===== src/rtl/c3br_pkg.sv =====
package c3br_pkg;

    localparam int MAX_WIDTH   = 64;
    localparam int MAX_HEIGHT  = 64;
    localparam int KERNEL_SIZE = 3;
    localparam int MIN_SIZE    = 3;

    localparam int PIX_W      = 8;
    localparam int WGT_W      = 8;
    localparam int ROW_WGT_W  = KERNEL_SIZE * WGT_W;
    localparam int PROD_W     = PIX_W + WGT_W + 1;
    localparam int ACC_W      = 21;
    localparam int SIZE_W     = 7;
    localparam int COL_W      = $clog2(MAX_WIDTH);
    localparam int ROW_W      = $clog2(MAX_HEIGHT);
    localparam int WIN_N      = KERNEL_SIZE * KERNEL_SIZE;
    localparam int LINE_W     = 2 * PIX_W;
    localparam int CFG_IDX_W  = 3;
    localparam int CFG_DATA_W = ROW_WGT_W;

    localparam logic [SIZE_W-1:0] WIDTH_RESET  = SIZE_W'(40);
    localparam logic [SIZE_W-1:0] HEIGHT_RESET = SIZE_W'(3);
    localparam logic [PIX_W-1:0]  PIX_MAX      = PIX_W'(255);

    typedef enum logic [CFG_IDX_W-1:0] {
        CFG_WEIGHT_ROW0 = 3'd0,
        CFG_WEIGHT_ROW1 = 3'd1,
        CFG_WEIGHT_ROW2 = 3'd2,
        CFG_BIAS        = 3'd3,
        CFG_WIDTH       = 3'd4,
        CFG_HEIGHT      = 3'd5
    } t_cfg_idx;

    typedef struct packed {
        logic [KERNEL_SIZE-1:0][ROW_WGT_W-1:0] weight;
        logic [ACC_W-1:0]                      bias;
        logic [SIZE_W-1:0]                     width;
        logic [SIZE_W-1:0]                     height;
    } t_cfg;

    typedef logic [WIN_N-1:0][PIX_W-1:0] t_win;

    typedef struct packed {
        logic valid;
        logic last;
        t_win win;
    } t_mac_req;

endpackage


===== src/rtl/c3br_in_if.sv =====
interface c3br_in_if;
    logic                        valid;
    logic                        ready;
    logic [c3br_pkg::PIX_W-1:0]  pixel_in;

    modport source (output valid, output pixel_in, input ready);
    modport sink (input valid, input pixel_in, output ready);
endinterface


===== src/rtl/c3br_out_if.sv =====
interface c3br_out_if;
    logic                        valid;
    logic                        ready;
    logic [c3br_pkg::PIX_W-1:0]  pixel_out;
    logic                        frame_last;

    modport source (output valid, output pixel_out, output frame_last, input ready);
    modport sink (input valid, input pixel_out, input frame_last, output ready);
endinterface


===== src/rtl/c3br_ram.sv =====
module c3br_ram #(
    parameter int WIDTH = 8,
    parameter int DEPTH = 64
) (
    input  logic                     i_clk,
    input  logic                     i_we,
    input  logic [$clog2(DEPTH)-1:0] i_waddr,
    input  logic [WIDTH-1:0]         i_wdata,
    input  logic                     i_re,
    input  logic [$clog2(DEPTH)-1:0] i_raddr,
    output logic [WIDTH-1:0]         o_rdata
);

    logic [WIDTH-1:0] r_mem [DEPTH];
    logic [WIDTH-1:0] r_rdata;

    always_ff @(posedge i_clk) begin
        if (i_we) begin
            r_mem[i_waddr] <= i_wdata;
        end
        if (i_re) begin
            r_rdata <= r_mem[i_raddr];
        end
    end

    assign o_rdata = r_rdata;

endmodule


===== src/rtl/c3br_regs.sv =====
module c3br_regs (
    input  logic                            i_clk,
    input  logic                            i_rst_n,
    input  logic                            i_cfg_we,
    input  logic [c3br_pkg::CFG_IDX_W-1:0]  i_cfg_idx,
    input  logic [c3br_pkg::CFG_DATA_W-1:0] i_cfg_data,
    output c3br_pkg::t_cfg                  o_cfg
);

    c3br_pkg::t_cfg r_cfg;

    always_ff @(posedge i_clk) begin
        if (!i_rst_n) begin
            r_cfg.weight <= '0;
            r_cfg.bias   <= '0;
            r_cfg.width  <= c3br_pkg::WIDTH_RESET;
            r_cfg.height <= c3br_pkg::HEIGHT_RESET;
        end else if (i_cfg_we) begin
            unique case (i_cfg_idx)
                c3br_pkg::CFG_WEIGHT_ROW0: begin
                    r_cfg.weight[0] <= i_cfg_data;
                end
                c3br_pkg::CFG_WEIGHT_ROW1: begin
                    r_cfg.weight[1] <= i_cfg_data;
                end
                c3br_pkg::CFG_WEIGHT_ROW2: begin
                    r_cfg.weight[2] <= i_cfg_data;
                end
                c3br_pkg::CFG_BIAS: begin
                    r_cfg.bias <= i_cfg_data[c3br_pkg::ACC_W-1:0];
                end
                c3br_pkg::CFG_WIDTH: begin
                    r_cfg.width <= i_cfg_data[c3br_pkg::SIZE_W-1:0];
                end
                c3br_pkg::CFG_HEIGHT: begin
                    r_cfg.height <= i_cfg_data[c3br_pkg::SIZE_W-1:0];
                end
                default: begin
                end
            endcase
        end
    end

    assign o_cfg = r_cfg;

endmodule


===== src/rtl/c3br_mac.sv =====
module c3br_mac (
    input  logic               i_clk,
    input  logic               i_rst_n,
    input  c3br_pkg::t_cfg     i_cfg,
    input  c3br_pkg::t_mac_req i_req,
    output logic               o_free,
    c3br_out_if.source         o_res
);

    logic signed [c3br_pkg::PROD_W-1:0] w_prod [c3br_pkg::WIN_N];
    logic signed [c3br_pkg::PROD_W-1:0] r_b_prod [c3br_pkg::WIN_N];
    logic        [c3br_pkg::ACC_W-1:0]  w_row_sum [c3br_pkg::KERNEL_SIZE];
    logic        [c3br_pkg::ACC_W-1:0]  r_c_sum [c3br_pkg::KERNEL_SIZE];
    logic        [c3br_pkg::ACC_W-1:0]  w_total;
    logic        [c3br_pkg::PIX_W-1:0]  w_clamped;
    logic                               r_b_valid;
    logic                               r_b_last;
    logic                               r_c_valid;
    logic                               r_c_last;
    logic                               r_o_valid;
    logic                               r_o_last;
    logic        [c3br_pkg::PIX_W-1:0]  r_o_pix;
    logic                               w_out_free;
    logic                               w_c_free;
    logic                               w_b_go;
    logic                               w_c_go;

    assign w_out_free = !r_o_valid || o_res.ready;
    assign w_c_free   = !r_c_valid || w_out_free;
    assign o_free     = !r_b_valid || w_c_free;
    assign w_b_go     = r_b_valid && w_c_free;
    assign w_c_go     = r_c_valid && w_out_free;

    always_comb begin
        for (int r = 0; r < c3br_pkg::KERNEL_SIZE; r++) begin
            for (int c = 0; c < c3br_pkg::KERNEL_SIZE; c++) begin
                w_prod[r*c3br_pkg::KERNEL_SIZE+c] =
                    c3br_pkg::PROD_W'($signed(i_cfg.weight[r][c*c3br_pkg::WGT_W +: c3br_pkg::WGT_W])
                    * $signed({1'b0, i_req.win[r*c3br_pkg::KERNEL_SIZE+c]}));
            end
        end
    end

    always_comb begin
        for (int r = 0; r < c3br_pkg::KERNEL_SIZE; r++) begin
            w_row_sum[r] = (r == 0) ? i_cfg.bias : '0;
            for (int c = 0; c < c3br_pkg::KERNEL_SIZE; c++) begin
                w_row_sum[r] = w_row_sum[r]
                    + {{(c3br_pkg::ACC_W-c3br_pkg::PROD_W)
                        {r_b_prod[r*c3br_pkg::KERNEL_SIZE+c][c3br_pkg::PROD_W-1]}},
                       r_b_prod[r*c3br_pkg::KERNEL_SIZE+c]};
            end
        end
    end

    assign w_total = r_c_sum[0] + r_c_sum[1] + r_c_sum[2];

    always_comb begin
        priority if (w_total[c3br_pkg::ACC_W-1]) begin
            w_clamped = '0;
        end else if (|w_total[c3br_pkg::ACC_W-2:c3br_pkg::PIX_W]) begin
            w_clamped = c3br_pkg::PIX_MAX;
        end else begin
            w_clamped = w_total[c3br_pkg::PIX_W-1:0];
        end
    end

    always_ff @(posedge i_clk) begin
        if (!i_rst_n) begin
            r_b_valid <= 1'b0;
            r_c_valid <= 1'b0;
            r_o_valid <= 1'b0;
        end else begin
            if (i_req.valid) begin
                r_b_valid <= 1'b1;
            end else if (w_c_free) begin
                r_b_valid <= 1'b0;
            end
            if (w_b_go) begin
                r_c_valid <= 1'b1;
            end else if (w_out_free) begin
                r_c_valid <= 1'b0;
            end
            if (w_c_go) begin
                r_o_valid <= 1'b1;
            end else if (o_res.ready) begin
                r_o_valid <= 1'b0;
            end
        end
    end

    always_ff @(posedge i_clk) begin
        if (i_req.valid) begin
            r_b_prod <= w_prod;
            r_b_last <= i_req.last;
        end
        if (w_b_go) begin
            r_c_sum  <= w_row_sum;
            r_c_last <= r_b_last;
        end
        if (w_c_go) begin
            r_o_pix  <= w_clamped;
            r_o_last <= r_c_last;
        end
    end

    assign o_res.valid      = r_o_valid;
    assign o_res.pixel_out  = r_o_pix;
    assign o_res.frame_last = r_o_last;

endmodule


===== src/rtl/conv3x3_bias_relu_sat_top.sv =====
// Streaming 3x3 valid convolution with bias, ReLU and saturation to 8 bits.
// Pixels enter on i_pix one beat per pixel in raster order; i_pix.ready is
// high whenever the first pipeline stage is free or moving on.
// Results leave on o_res, one beat for each pixel at row two or more and
// column two or more, with frame_last set on the last result of a frame.
// The user must write the configuration port only while no pixel is in
// flight; the block does not enforce it. Both line stores share one
// 64-entry RAM with a registered read; the read for a pixel is issued when
// it is accepted, and the shifted line data is written back at the same
// column when the pixel leaves the first stage. The block takes one pixel
// per cycle while o_res is not stalled; the line RAM's single read and
// single write port each serve one pixel per cycle.
// Reset clears the counters, the window and the pipeline valid flags; the
// line RAM is not cleared and needs no clearing pass.
// When the receiver holds o_res.ready low, the result stays in the output
// register and the stages behind it keep filling until all are occupied,
// then i_pix.ready drops.
module conv3x3_bias_relu_sat_top (
    input  logic                            i_clk,
    input  logic                            i_rst_n,
    c3br_in_if.sink                         i_pix,
    c3br_out_if.source                      o_res,
    input  logic                            i_cfg_we,
    input  logic [c3br_pkg::CFG_IDX_W-1:0]  i_cfg_idx,
    input  logic [c3br_pkg::CFG_DATA_W-1:0] i_cfg_data
);

    c3br_pkg::t_cfg                    w_cfg;
    c3br_pkg::t_mac_req                w_req;
    c3br_pkg::t_win                    r_win;
    c3br_pkg::t_win                    w_win_next;
    logic [c3br_pkg::SIZE_W-1:0]       w_w;
    logic [c3br_pkg::SIZE_W-1:0]       w_h;
    logic [c3br_pkg::COL_W-1:0]        r_col;
    logic [c3br_pkg::ROW_W-1:0]        r_row;
    logic                              w_last_col;
    logic                              w_last_row;
    logic                              w_emit;
    logic                              w_acc;
    logic                              w_a_go;
    logic                              w_a_free;
    logic                              w_b_free;
    logic                              r_a_valid;
    logic                              r_a_emit;
    logic                              r_a_last;
    logic [c3br_pkg::PIX_W-1:0]        r_a_pix;
    logic [c3br_pkg::COL_W-1:0]        r_a_col;
    logic [c3br_pkg::LINE_W-1:0]       w_rdata;
    logic [c3br_pkg::PIX_W-1:0]        w_top;
    logic [c3br_pkg::PIX_W-1:0]        w_mid;

    c3br_regs u_regs (
        .i_clk      (i_clk),
        .i_rst_n    (i_rst_n),
        .i_cfg_we   (i_cfg_we),
        .i_cfg_idx  (i_cfg_idx),
        .i_cfg_data (i_cfg_data),
        .o_cfg      (w_cfg)
    );

    always_comb begin
        priority if (w_cfg.width < c3br_pkg::SIZE_W'(c3br_pkg::MIN_SIZE)) begin
            w_w = c3br_pkg::SIZE_W'(c3br_pkg::MIN_SIZE);
        end else if (w_cfg.width > c3br_pkg::SIZE_W'(c3br_pkg::MAX_WIDTH)) begin
            w_w = c3br_pkg::SIZE_W'(c3br_pkg::MAX_WIDTH);
        end else begin
            w_w = w_cfg.width;
        end
        priority if (w_cfg.height < c3br_pkg::SIZE_W'(c3br_pkg::MIN_SIZE)) begin
            w_h = c3br_pkg::SIZE_W'(c3br_pkg::MIN_SIZE);
        end else if (w_cfg.height > c3br_pkg::SIZE_W'(c3br_pkg::MAX_HEIGHT)) begin
            w_h = c3br_pkg::SIZE_W'(c3br_pkg::MAX_HEIGHT);
        end else begin
            w_h = w_cfg.height;
        end
    end

    assign w_last_col = c3br_pkg::SIZE_W'(r_col) >= (w_w - c3br_pkg::SIZE_W'(1));
    assign w_last_row = c3br_pkg::SIZE_W'(r_row) >= (w_h - c3br_pkg::SIZE_W'(1));
    assign w_emit     = (r_row >= c3br_pkg::ROW_W'(2)) && (r_col >= c3br_pkg::COL_W'(2));

    assign w_a_go      = r_a_valid && (!r_a_emit || w_b_free);
    assign w_a_free    = !r_a_valid || w_a_go;
    assign i_pix.ready = w_a_free;
    assign w_acc       = i_pix.valid && w_a_free;

    c3br_ram #(
        .WIDTH (c3br_pkg::LINE_W),
        .DEPTH (c3br_pkg::MAX_WIDTH)
    ) u_line_ram (
        .i_clk   (i_clk),
        .i_we    (w_a_go),
        .i_waddr (r_a_col),
        .i_wdata ({w_mid, r_a_pix}),
        .i_re    (w_acc),
        .i_raddr (r_col),
        .o_rdata (w_rdata)
    );

    assign w_top = w_rdata[c3br_pkg::LINE_W-1:c3br_pkg::PIX_W];
    assign w_mid = w_rdata[c3br_pkg::PIX_W-1:0];

    always_comb begin
        for (int r = 0; r < c3br_pkg::KERNEL_SIZE; r++) begin
            for (int c = 0; c < c3br_pkg::KERNEL_SIZE - 1; c++) begin
                w_win_next[r*c3br_pkg::KERNEL_SIZE+c] = r_win[r*c3br_pkg::KERNEL_SIZE+c+1];
            end
        end
        w_win_next[c3br_pkg::KERNEL_SIZE-1]   = w_top;
        w_win_next[2*c3br_pkg::KERNEL_SIZE-1] = w_mid;
        w_win_next[3*c3br_pkg::KERNEL_SIZE-1] = r_a_pix;
    end

    always_ff @(posedge i_clk) begin
        if (!i_rst_n) begin
            r_col     <= '0;
            r_row     <= '0;
            r_a_valid <= 1'b0;
            r_win     <= '0;
        end else begin
            if (w_acc) begin
                r_a_valid <= 1'b1;
                if (w_last_col) begin
                    r_col <= '0;
                    r_row <= w_last_row ? '0 : r_row + c3br_pkg::ROW_W'(1);
                end else begin
                    r_col <= r_col + c3br_pkg::COL_W'(1);
                end
            end else if (w_a_go) begin
                r_a_valid <= 1'b0;
            end
            if (w_a_go) begin
                r_win <= w_win_next;
            end
        end
    end

    always_ff @(posedge i_clk) begin
        if (w_acc) begin
            r_a_pix  <= i_pix.pixel_in;
            r_a_col  <= r_col;
            r_a_emit <= w_emit;
            r_a_last <= w_last_col && w_last_row;
        end
    end

    assign w_req.valid = w_a_go && r_a_emit;
    assign w_req.last  = r_a_last;
    assign w_req.win   = w_win_next;

    c3br_mac u_mac (
        .i_clk   (i_clk),
        .i_rst_n (i_rst_n),
        .i_cfg   (w_cfg),
        .i_req   (w_req),
        .o_free  (w_b_free),
        .o_res   (o_res)
    );

endmodule


===== src/flat_wrapper.sv =====
// flat-port wrapper written by rule: the top's interface ports become plain ports
module conv3x3_bias_relu_sat_top_flat 
  (i_clk, i_rst_n, i_cfg_we, i_cfg_idx, i_cfg_data, i_pix_valid, i_pix_pixel_in, i_pix_ready, o_res_valid, o_res_pixel_out, o_res_frame_last, o_res_ready);
  c3br_in_if i_pix_i ();
  c3br_out_if o_res_i ();
  input  logic i_clk;
  input  logic i_rst_n;
  input  logic i_cfg_we;
  input  logic [c3br_pkg::CFG_IDX_W-1:0] i_cfg_idx;
  input  logic [c3br_pkg::CFG_DATA_W-1:0] i_cfg_data;
  input wire logic [$bits(i_pix_i.valid)-1:0] i_pix_valid;
  input wire logic [$bits(i_pix_i.pixel_in)-1:0] i_pix_pixel_in;
  output wire logic [$bits(i_pix_i.ready)-1:0] i_pix_ready;
  output wire logic [$bits(o_res_i.valid)-1:0] o_res_valid;
  output wire logic [$bits(o_res_i.pixel_out)-1:0] o_res_pixel_out;
  output wire logic [$bits(o_res_i.frame_last)-1:0] o_res_frame_last;
  input wire logic [$bits(o_res_i.ready)-1:0] o_res_ready;
  assign i_pix_i.valid = i_pix_valid;
  assign i_pix_i.pixel_in = i_pix_pixel_in;
  assign i_pix_ready = i_pix_i.ready;
  assign o_res_valid = o_res_i.valid;
  assign o_res_pixel_out = o_res_i.pixel_out;
  assign o_res_frame_last = o_res_i.frame_last;
  assign o_res_i.ready = o_res_ready;
  conv3x3_bias_relu_sat_top u_core (.i_clk(i_clk), .i_rst_n(i_rst_n), .i_pix(i_pix_i), .o_res(o_res_i), .i_cfg_we(i_cfg_we), .i_cfg_idx(i_cfg_idx), .i_cfg_data(i_cfg_data));
endmodule

===== config.mk =====
export PLATFORM = sky130hd
export DESIGN_NAME = conv3x3_bias_relu_sat_top_flat
export DESIGN_NICKNAME = d
export VERILOG_FILES = /design/src/rtl/c3br_pkg.sv /design/src/rtl/c3br_in_if.sv /design/src/rtl/c3br_out_if.sv /design/src/rtl/c3br_ram.sv /design/src/rtl/c3br_regs.sv /design/src/rtl/c3br_mac.sv /design/src/rtl/conv3x3_bias_relu_sat_top.sv /design/src/flat_wrapper.sv
export SDC_FILE = /design/constraint.sdc
export NUM_CORES = 2
export LEC_CHECK = 0
export BUFFER_PORTS_ARGS = -buffer_cell sky130_fd_sc_hd__buf_2
export CORE_ASPECT_RATIO = 2
export CORE_MARGIN = 1
export CORE_UTILIZATION = 40
export DETAILED_ROUTE_END_ITERATION = 10
export GPL_ROUTABILITY_DRIVEN = 0
export GPL_TIMING_DRIVEN = 0
export PLACE_DENSITY_LB_ADDON = 0.05
export SETUP_SLACK_MARGIN = 0.1
export SLEW_MARGIN = 0
export SYNTH_ARGS = -nofsm -noshare
export SYNTH_HDL_FRONTEND = slang
export SYNTH_SLANG_ARGS = --single-unit

===== constraint.sdc =====
create_clock -name i_clk -period 12.9 [get_ports i_clk]
set_input_delay 1.935 -clock i_clk [delete_from_list [all_inputs] [get_ports i_clk]]
set_output_delay 1.935 -clock i_clk [all_outputs]
set_load 0.005 [all_outputs]

Word level (Yosys, flattened, before mapping). Memory sizes are Yosys's and may differ from the RTL's. A register that Yosys moved wholly into a read port is not among the register bits. Index checks and enable logic that the tools add are counted.

Output and inout port bits: 11. RAM bits: 1024. Memories: 1. Word-level logic and storage cells: 121. Register bits: 414. Input port bits: 40.

Reduce and logical (&&, ||, !) cells: 30. Equal/unequal tests: 5. Multiplexer cells: 17. Add/sub/neg operators: 13. Order comparisons: 8. Multipliers: 9.

Memory list: u_core.u_line_ram.r_mem (depth 64, bits a word 16, rd ports 1, clocked after Yosys merged registers in 1, write ports 1, RTL line c3br_ram.sv:14) `logic [WIDTH-1:0] r_mem [DEPTH];`.

Operator list (number): multiplier 8 x 9 -> 17 bit (9); adder 21 bit (5); adder 18 x 17 -> 19 bit (2); adder 17 x 17 -> 18 bit (2); two-way mux 7 bit (4); greater-or-equal comparator 6 x 7 -> 1 bit (2); greater-than comparator 7 bit, second input constant (2); less-than comparator 7 x 2 -> 1 bit, second input constant (2); AND reduction 2 bit (7); subtractor 7 x 1 -> 7 bit, second input constant (2); adder 6 x 1 -> 6 bit, second input constant (2); greater-or-equal comparator 6 x 2 -> 1 bit, second input constant (2); two-way mux 6 bit (2); OR reduction 12 bit (1); two-way mux 1 bit (10); two-way mux 8 bit (1); nonzero test 2 bit (4); logical AND 1 bit (7); equality test 3 x 2 -> 1 bit, second input constant (2); equality test 3 bit, second input constant (2); zero test 1 bit (5); logical OR 1 bit (5); equality test 3 x 1 -> 1 bit, second input constant (1); zero test 3 bit (1).

Logic depth before layout (Yosys ltp).
Word-level depth: 9. Gate-level depth with buffers: 21. Depth with buffers taken out: 20.

Cells and area by module. A second synthesis with hierarchy kept.

Cell total of the unflattened synthesis: 5668. Area total of the unflattened synthesis: 79169.7 sq um.

By module, submodules not included: c3br_ram (cells each 1829, area an instance 40202.3 sq um, times used 1, seq. area each 31230.0 sq um); c3br_mac (cells each 3074, area an instance 31576.5 sq um, times used 1, seq. area each 6756.5 sq um); c3br_regs (cells each 386, area an instance 4020.1 sq um, times used 1, seq. area each 2142.1 sq um); conv3x3_bias_relu_sat_top (cells each 379, area an instance 3370.7 sq um, times used 1, seq. area each 1701.6 sq um).

Worst setup path after synthesis. Ideal clock, no wire load.

Kind: input -> register. From: in o_res_ready. To: reg u_core.u_mac.r_c_last, enable pin. Setup slack: 5939 ps. Arrival time: 6391 ps. Cell stages on the path: 2. Required time: 12330 ps. Path through: nor2b_1 a21boi_0.

Word-level cells in the longest chain between the ends: 3.

Ends and longest elaborated chain: start, declared (RTL line flat_wrapper.sv:17) `input wire logic [$bits(o_res_i.ready)-1:0] o_res_ready;`; logical OR 1 bit (RTL line c3br_mac.sv:28) `assign w_out_free = !r_o_valid || o_res.ready;`; logical OR 1 bit (RTL line c3br_mac.sv:29) `assign w_c_free = !r_c_valid || w_out_free;`; logical AND 1 bit (RTL line c3br_mac.sv:31) `assign w_b_go = r_b_valid && w_c_free;`; via u_core.u_mac.w_b_go (RTL line c3br_mac.sv:25) `logic w_b_go;`; end signal, assigned (RTL line c3br_mac.sv:99) `r_c_last <= r_b_last;`; end, declared (RTL line c3br_mac.sv:19) `logic r_c_last;`.

The timed path passes the listed nets, and every way through them passes these cells. A chain may end at the register's enable or synchronous reset.

Worst setup path after layout.
From: in o_res_ready. To: mem u_core.u_line_ram.r_mem[14][10] (netlist name), enable pin.

Word-level cells in the longest chain between the ends: 7.

Ends and longest elaborated chain: logical OR 1 bit (RTL line c3br_mac.sv:28); logical OR 1 bit (RTL line c3br_mac.sv:29); logical OR 1 bit (RTL line c3br_mac.sv:30) `assign o_free = !r_b_valid || w_c_free;`; logical OR 1 bit (RTL line conv3x3_bias_relu_sat_top.sv:82) `assign w_a_go = r_a_valid && (!r_a_emit || w_b_free);`; logical AND 1 bit (RTL line conv3x3_bias_relu_sat_top.sv:82); two-way mux 1 bit (RTL line c3br_ram.sv:18) `if (i_we) begin`; two-way mux 1 bit (not written as such) (RTL line c3br_ram.sv:19) `r_mem[i_waddr] <= i_wdata;`; end, declared (RTL line c3br_ram.sv:14).

No other way between the ends.

==> impl_results.md <==
* First-pass GRT wire length at approximately 330 mm
* IO Pins at 51
* Die Y at about 630 µm
* Setup violations, final at 0
* Routed via count at roughly 45,000
* Hold Buf Count CTS at 0
* Half-perimeter wire length after placement at 180 mm
* Clk sink count at between 1,000 and 1,500
* RSZ-0062 raised after global routing: false
* Seq cells post-synth at ~1,500
* Worst-Skew Late Latency at 0.80 ns
* Startpoint Class: input pin
* Total gr overflow at 0
* Min cycle time layout at 6.61 ns
* Post-Syn Instances at 5,468
* Worst setup path class: input pin to flip-flop
* Vias in the first global route at 47,754
* Fmax at 151 MHz
* Most used DFF post-synth: edfxtp_1
* Fin. max-slew vios at 0
* Fillers at 17,441
* Area Growth Syn to Fin at 13.4%
* Post-CTS setup buffers at 0
* Worst rel slew slack at 9.92%
* Register area share after synthesis at 53.3%
* DR DRC count at 22
* Most frequent cells in the layout: edfxtp_1 (1,279), inv_1 (567), nand2_1 (514)
* Post-synth EDFFs at 1,279
* Mapped Nets at 6,415
* Worst-Margin Slew at 1.35 ns
* Peak VDD IR at 0.118 mV
* H-tree levels at 4
* Clk slew on worst S/H paths at 0.06 ns
* Initial Utilization at 40.3%
* Yosys warnings at 0
* First-pass DRT Iterations at 10
* Setup crit end kind: flip-flop
* Initial antenna violation count at 20
* FF/Latch Area at around 0.042 mm²
* Post-route setup TNS at 0 ns
* WL final at around 230 mm
* Total power at around 11,000 µW
* Vias per inst at ~5.3
* Commonest non-fill, non-tap cell in the layout: edfxtp_1
* CTS root buffer: clkbuf_16
* Pwr Density at 118 mW/mm²
* Worst Path Max Fanout at 10
* Share of synthesized flip-flops with an asynchronous set or reset at 0%
* Post-CTS sizing at 0
* Final clock skew at 0.0458 ns
* TritonCTS clock tree: done
* Routed wire per std cell at 27.2 µm
* Outcome: finished with violations
* Design area at 0.0891 mm²
* CTS max path bufs at 4
* Core area at around 0.19 mm²
* Post-route clock period utilization at 51.2%
* Hold Crit Class: flip-flop to flip-flop
* Multi-input combinational cell area at approximately 0.034 mm²
* Die area at 0.198 mm²
* Cell Rows at 229
* Number of max-cap violations at 0
* Port buffer count at 48
* CP required at 13.37 ns
* Number of DRC violations after detailed-routing iteration 0 at ~2,700
* Final hold slack at 0.426 ns
* Share of cells above drive strength 1 at 14.2%
* Placed cell area at 0.0845 mm²
* Fin. Hold Viols at 0
* Distinct cell type count after synthesis at 76
* NumNets Final at 6,733
* GRT Util Overall at roughly a quarter
* Mapped cell area at ~0.08 mm²
* Chip width at 315 µm
* Violated checks: design-rule violations
* Fin util at 45.7%
* Synth Area per Inst at 14.4 µm²
* LEAKAGE at 0.0335 µW
* Largest net degree at the start of global routing at around 60
* Critical Path AT at between 7 and 8 ns
* Remaining antenna violation count at 0
* CTS Buf Count at 148
-- final timing paths --
check | startpoint | end | slack (ns) | cells after the start
hold reg to reg | u_core.u_mac.r_b_last | u_core.u_mac.r_c_last | 0.43 | 0
setup / recovery | o_res_ready | u_core.u_line_ram.r_mem[14][10] | 6.29 | 10
setup reg to reg | u_core.u_mac.o_res.valid | u_core.u_line_ram.r_mem[14][10] | 6.98 | 9
hold / removal | u_core.u_mac.r_b_last | u_core.u_mac.r_c_last | 0.43 | 0
-- cells in the mapped netlist, types with 36 or more instances --
library cell     n  area (µm²)
nor3_1          42         210
dfxtp_1        171        3420
a21boi_0       118         886
clkbuf_1       116         435
xor2_1          36         315
o21ai_0         38         190
nor2b_1         52         325
ha_1           480        6010
inv_1          567        2130
nand3_1         41         205
nand2_1        514        1930
a21boi_1        41         308
xnor2_1        133        1160
and2_1         386        2410
nand2b_1        44         275
nor2_1         197         739
mux4_2         336        7570
a21oi_1        123         616
edfxtp_1      1279       38400
fa_1           427        8550
-- worst max-delay path, stage by stage --
cell,delay (ns)
buf_2,0.09
nor2b_1,0.19
and3_1,0.37
nand2_1,0.15
and2_1,0.13
clkbuf_1,0.79
clkbuf_1,1.05
nand4b_1,1.20
nor2_2,0.87
buf_8,0.23
-- registers in the layout, indices dropped and copies added, names as in the netlist, 8 cells and up --
name                          cells
u_core.r_a_pix                    8
u_core.u_mac.r_b_prod           153
u_core.u_regs.o_cfg             107
u_core.u_mac.o_res.pixel_out      8
u_core.u_mac.r_c_sum             59
u_core.u_line_ram.o_rdata        16
u_core.r_win                     48
u_core.u_line_ram.r_mem        1024
-- layout make-up --
type / count / share of cell area [%]
diodes: 16 / 0.0450
plain buffers: 164 / 0.805
clock buffers: 188 / 4.48
clock inverters: 63 / 0.586
inverters: 569 / 2.40
multi-input cells: 3285 / 38.2
flip-flops and latches: 1450 / 47.0
well taps: 2541 / 3.57
repair buffers: 168 / 2.96
-- metal layers --
metal	part of all wire, %	routed length [µm]	GRT usage, %
met5	0.0065	15	0
met2	57	131000	45.6
met3	2.7	6290	2.27
met1	33	76800	23.6
met4	6.8	15500	14.0
-- per-stage QoR --
stage,setup slack [ns],instances
2_1_floorplan,5.94,5468
3_3_place_gp,1.85,8057
3_5_place_dp,5.45,8176
4_1_cts,6.28,8427
5_1_grt,6.36,8441
6_report,6.29,8444
-- report_power, final --
part | total (µW) | internal, µW | switching (µW) | leakage (µW)
Clock | 4190 | 2330 | 1850 | 0.00222
Sequential | 5260 | 5190 | 75.0 | 0.0128
Combinational | 1070 | 429 | 637 | 0.0184
-- kinds of logic (layout without fill, tap and decap cells) --
logic type,count (synthesis),in the layout,share of synthesized area [%]
other,0,16,0
multiplexers,341,341,9.70
AND/OR/NAND/NOR,1352,1352,8.42
flip-flops,1450,1450,53.3
buffers and inverters,733,1152,3.63
AO/OA/AOI/OAI,516,516,4.54
adder cells (fa/ha/maj),907,907,18.5
XOR/XNOR,169,169,1.89
(Power assumes the default switching activity.)
